`config.mk`:
```
export PLATFORM = sky130hd
export DESIGN_NAME = rpa_outbuf
export DESIGN_NICKNAME = d
export VERILOG_FILES = /design/src/rtl/rpa_pkg.sv /design/src/rtl/rpa_outbuf.sv
export VERILOG_INCLUDE_DIRS = /design/src /design/src/rtl
export SDC_FILE = /design/constraint.sdc
export NUM_CORES = 1
export LEC_CHECK = 0
export ABC_AREA = 1
export BUFFER_PORTS_ARGS = -buffer_cell sky130_fd_sc_hd__buf_4
export CELL_PAD_IN_SITES_DETAIL_PLACEMENT = 1
export CELL_PAD_IN_SITES_GLOBAL_PLACEMENT = 2
export CORE_UTILIZATION = 37
export DETAILED_ROUTE_END_ITERATION = 8
export PLACE_DENSITY_LB_ADDON = 0.05
export SETUP_SLACK_MARGIN = 0.2
export SYNTH_ARGS = -nofsm -noshare
export SYNTH_HDL_FRONTEND = slang
export SYNTH_SLANG_ARGS = --single-unit
```
`constraint.sdc`:
```
create_clock -name clk -period 14 [get_ports clk]
set_clock_uncertainty 0.2 [all_clocks]
set_input_delay 2.1 -clock clk [delete_from_list [all_inputs] [get_ports clk]]
set_output_delay 2.1 -clock clk [all_outputs]
set_load 0.005 [all_outputs]
```
`src/rtl/refcounted_page_allocator_assert.svh`:
```
// Assertion macros shared by the page allocator RTL.
// Needs clk and rst in the scope where a macro is used.
`ifndef REFCOUNTED_PAGE_ALLOCATOR_ASSERT_SVH
`define REFCOUNTED_PAGE_ALLOCATOR_ASSERT_SVH

`ifndef SYNTHESIS
`define RPA_ASSERT_ALWAYS(lbl, expr) \
  lbl: assert property (@(posedge clk) disable iff (rst) (expr)) \
    else $error("page allocator invariant violated");
`define RPA_ASSERT_NEXT(lbl, pre, post) \
  lbl: assert property (@(posedge clk) disable iff (rst) (pre) |=> (post)) \
    else $error("page allocator sequence violated");
`else
`define RPA_ASSERT_ALWAYS(lbl, expr)
`define RPA_ASSERT_NEXT(lbl, pre, post)
`endif

`endif

```
`src/rtl/rpa_pkg.sv`:
```
// Types and codes of the reference-counted page allocator.
// Used by rpa_outbuf, rpa_core and refcounted_page_allocator.
`default_nettype none

package rpa_pkg;

  localparam int ADDR_BITS = 28;

  // Request opcodes.
  localparam logic [2:0] OP_INIT  = 3'd0;
  localparam logic [2:0] OP_ALLOC = 3'd1;
  localparam logic [2:0] OP_FREE  = 3'd2;
  localparam logic [2:0] OP_INC   = 3'd3;
  localparam logic [2:0] OP_QUERY = 3'd4;

  // Result status codes.
  localparam logic [2:0] STAT_OK    = 3'd0;
  localparam logic [2:0] STAT_OOM   = 3'd1;
  localparam logic [2:0] STAT_BAD   = 3'd2;
  localparam logic [2:0] STAT_UNDER = 3'd3;
  localparam logic [2:0] STAT_SAT   = 3'd4;

  // Register indexes.
  localparam int REG_LOW_PAGE = 0;

  typedef enum logic [1:0] {
    S_SWEEP,
    S_IDLE,
    S_EXEC
  } rpa_state_t;

  typedef struct packed {
    logic [2:0]           op;
    logic [ADDR_BITS-1:0] address;
  } rpa_req_t;

  typedef struct packed {
    logic [2:0]           status;
    logic [ADDR_BITS-1:0] page_address;
    logic [15:0]          ref_count;
    logic                 released;
    logic [16:0]          free_count;
  } rpa_rsp_t;

endpackage

`default_nettype wire

```
`src/rtl/rpa_outbuf.sv`:
```
// Two-entry result buffer: the output register plus one holding slot.
// Depends on rpa_pkg for the result type.
`default_nettype none

`include "refcounted_page_allocator_assert.svh"

module rpa_outbuf (
  input  wire logic               clk,
  input  wire logic               rst,
  input  wire logic               push,
  input  rpa_pkg::rpa_rsp_t       push_data,
  output logic                    room,
  output logic                    rsp_valid,
  input  wire logic               rsp_stall,
  output rpa_pkg::rpa_rsp_t       rsp
);
  import rpa_pkg::*;

  logic      pend_valid;
  rpa_rsp_t  pend;
  logic      out_free;

  assign out_free = !rsp_valid || !rsp_stall;
  assign room     = !pend_valid;

  always_ff @(posedge clk) begin
    if (rst) begin
      rsp_valid  <= 1'b0;
      pend_valid <= 1'b0;
    end else if (out_free) begin
      rsp_valid  <= pend_valid || push;
      pend_valid <= 1'b0;
    end else if (push) begin
      pend_valid <= 1'b1;
    end
  end

  always_ff @(posedge clk) begin
    if (out_free) begin
      if (pend_valid) begin
        rsp <= pend;
      end else if (push) begin
        rsp <= push_data;
      end
    end else if (push) begin
      pend <= push_data;
    end
  end

  // The holding slot is only used while the output register is full.
  `RPA_ASSERT_ALWAYS(a_pend_implies_out, !pend_valid || rsp_valid)
  `RPA_ASSERT_ALWAYS(a_no_push_when_full, !push || !pend_valid)

endmodule

`default_nettype wire

```
==> flow_summary.json <==
{
  "drt-total-wl_mm": 10.50,
  "syn_inst": 351,
  "p_int_w": 0.0007109,
  "gp_congestion": 0.6876,
  "synth-seq-cells": 132,
  "area_growth_pct": 33.17,
  "worst_pin_slew_ns": 0.9112,
  "min_period_ns": 3.852,
  "synthAdderAreaFrac": 0,
  "async_flop_share": 0,
  "grt_overflow": 0,
  "setup-tns-final_ns": 0,
  "start_util": 0.3828,
  "antenna_cells": 0,
  "cts-root-buf": "clkbuf_16",
  "dp_hpwl_mm": 6.302,
  "final_area_um2": 6485,
  "grt_pass1_vias": 3268,
  "cts_tree": "built",
  "cts_htree_levels": 4,
  "start_kind": "flip-flop",
  "vdd_drop_max_mv": 0.07586,
  "syn_avg_cell_area_um2": 13.87,
  "numClockSinks": 132,
  "synth_edf_count": 130,
  "finalCritPeriodShare": 0.2752,
  "p_clk_frac": 0.410,
  "holdBufCountCts": 0,
  "grt_antenna_before_repair": 0,
  "grt_first_pass_wirelength_mm": 16.30,
  "num_vias": 3075,
  "cap_violations": 0,
  "max_freq_mhz": 259.6,
  "clock_latency_ns": 0.41,
  "post_cts_buffers": 0,
  "avgRoutedWirePerCell_um": 15.56,
  "hold_class": "reg -> reg",
  "hold_path_depth": 2,
  "finalHoldViolCount": 0,
  "yosysMostFrequentCell": "nand2_1",
  "yosys.area_share.simple": 0.1601,
  "grt_max_degree": 68,
  "drc_errors": 0,
  "synth_mux_area_frac": 0,
  "slew_violations": 0,
  "finalSetupViolations": 0,
  "power_frac_seq": 0.518,
  "combPwrFrac": 0.072,
  "rr_worst_depth": 4,
  "synth_common_cells": "nand2_1, edfxtp_1, nand2_2",
  "synth-compound-area-share": 0.002055,
  "p_per_area_nw_per_um2": 138.6,
  "synth-main-ff-cell": "edfxtp_1",
  "die_w_um": 116.7,
  "synth_area_leader_cell": "edfxtp_1",
  "core_um2": 12720,
  "cts_resized": 0,
  "synth_top_family_by_area": "simple AND/OR/NAND/NOR gates",
  "outcome": "finished clean",
  "end_kind": "primary output",
  "rsz0062_at_grt": "no",
  "ys_types": 14,
  "cp_max_fo": 66,
  "cts_buffers": 17,
  "rows": 41,
  "ff2ff_setup_slack_ns": 11.38,
  "crit_arrival_ns": 1.55,
  "first_pass_iters": 5,
  "via_per_inst": 4.556,
  "synthXorXnorAreaFrac": 0,
  "relSlewSlack": 0.3926,
  "numPortBuffers": 135,
  "synth_area_leaders": "edfxtp_1, nand2_1, buf_6",
  "ys_seq_area_frac": 0.8099,
  "swShare": 0.2090,
  "boundaryPins": 136,
  "die-area_um2": 13620,
  "required_ns": 11.70,
  "place_area_um2": 6005,
  "switching_power_w": 0.0001879,
  "synthesis.nets": 420,
  "yosys_warnings": 0,
  "cts_buffer_depth": 2,
  "synth_area_um2": 4870,
  "drt_iter0_drc": 179,
  "antenna_left": 0,
  "die_h_um": 116.7,
  "crit_type": "reg -> out",
  "cts.clk_slew.worst_paths_ns": 0.05,
  "power_leakage_nw": 2.712,
  "grt_usage": 0.1689,
  "drive_gt1_frac": 0.3439,
  "yosysTopAreaCellShare": 0.8016,
  "final_nets": 561
}
## sequential cells by signal, indices dropped and copies added, names as in the netlist
signal	count
pend	65
rsp	65
pend_valid	1
rsp_valid	1
## worst max-delay path, cell delays in order (launching register included)
cell	delay, ns
dfxtp_2	0.33
inv_4	0.57
buf_4	0.23
## cells by family (layout without fill, tap and decap cells)
kind of cell           Yosys count  count (layout)
AOI/OAI and AO/OA                2               2
buffers and inverters           17             169
DFF                            132             132
and+or+nand+nor                200             200
## power groups by stage
stage / logic [W] / clock network, W / registers (W)
3_5_place_dp: 0.0000663 / 0 / 0.000473
3_3_place_gp: 0.0000647 / 0 / 0.000473
2_1_floorplan: 0.0000195 / 0 / 0.000475
6_report: 0.0000647 / 0.000369 / 0.000465
5_1_grt: 0.0000730 / 0.000395 / 0.000467
4_1_cts: 0.0000667 / 0.000379 / 0.000466
## cell type report
| type | instances | area, um^2 |
|---|---|---|
| Tap cell | 172 | 215.2 |
| Multi-Input combinational cell | 202 | 805.8 |
| Inverter | 2 | 10.01 |
| Sequential cell | 132 | 3945 |
| Timing Repair Buffer | 137 | 1028 |
| Clock inverter | 10 | 43.79 |
| Clock buffer | 20 | 436.7 |
| Fill cell | 1382 | 6237 |
## worst paths after layout
kind | endpoint | from
worst max register to register | rsp[52] | pend_valid
worst min register to register | rsp[34] | pend[34]
worst min-delay path | rsp[34] | pend[34]
worst max-delay path | room | pend_valid
## placed cells by master, fill, tap and decap left out
cell       Yosys  routed
inv_4          1       1
inv_1          1       1
nand2_2       10      10
nand3_1        1       1
dfxtp_2        0       1
a21oi_4        0       1
nor2_1         2       2
buf_4          3     137
o21ai_0        1       1
and3_4         0       1
nand2_1      186     186
clkbuf_16      0      17
clkinv_2       0       5
clkbuf_1       0       3
edfxtp_1     130     130
dfxtp_1        2       1
clkinv_1       0       5
## routing by layer
layer,part of all wire,global-route usage
met4,0.020,0.09367
met1,0.40,0.1932
met2,0.50,0.2777
met3,0.075,0.05916
met5,0,0
## per-stage QoR
| step | util | setup slack (ns) | total power [W] | hold WS, ns | instances |
|---|---|---|---|---|---|
| after floorplan | - | 7.988 | 0.0004943 | 0.2943 | 351 |
| after detailed placement | 0.4720 | 10.23 | 0.0005398 | 0.3085 | 645 |
| after global placement | 0.4720 | 10.22 | 0.0005379 | 0.2965 | 645 |
| after global routing | 0.5097 | 10.05 | 0.0009348 | 0.3290 | 675 |
| final | 0.5097 | 10.15 | 0.0008987 | 0.3180 | 675 |
| after CTS | 0.5097 | 10.09 | 0.0009111 | 0.3207 | 675 |
Note: power is estimated with default switching activity, not from simulation.
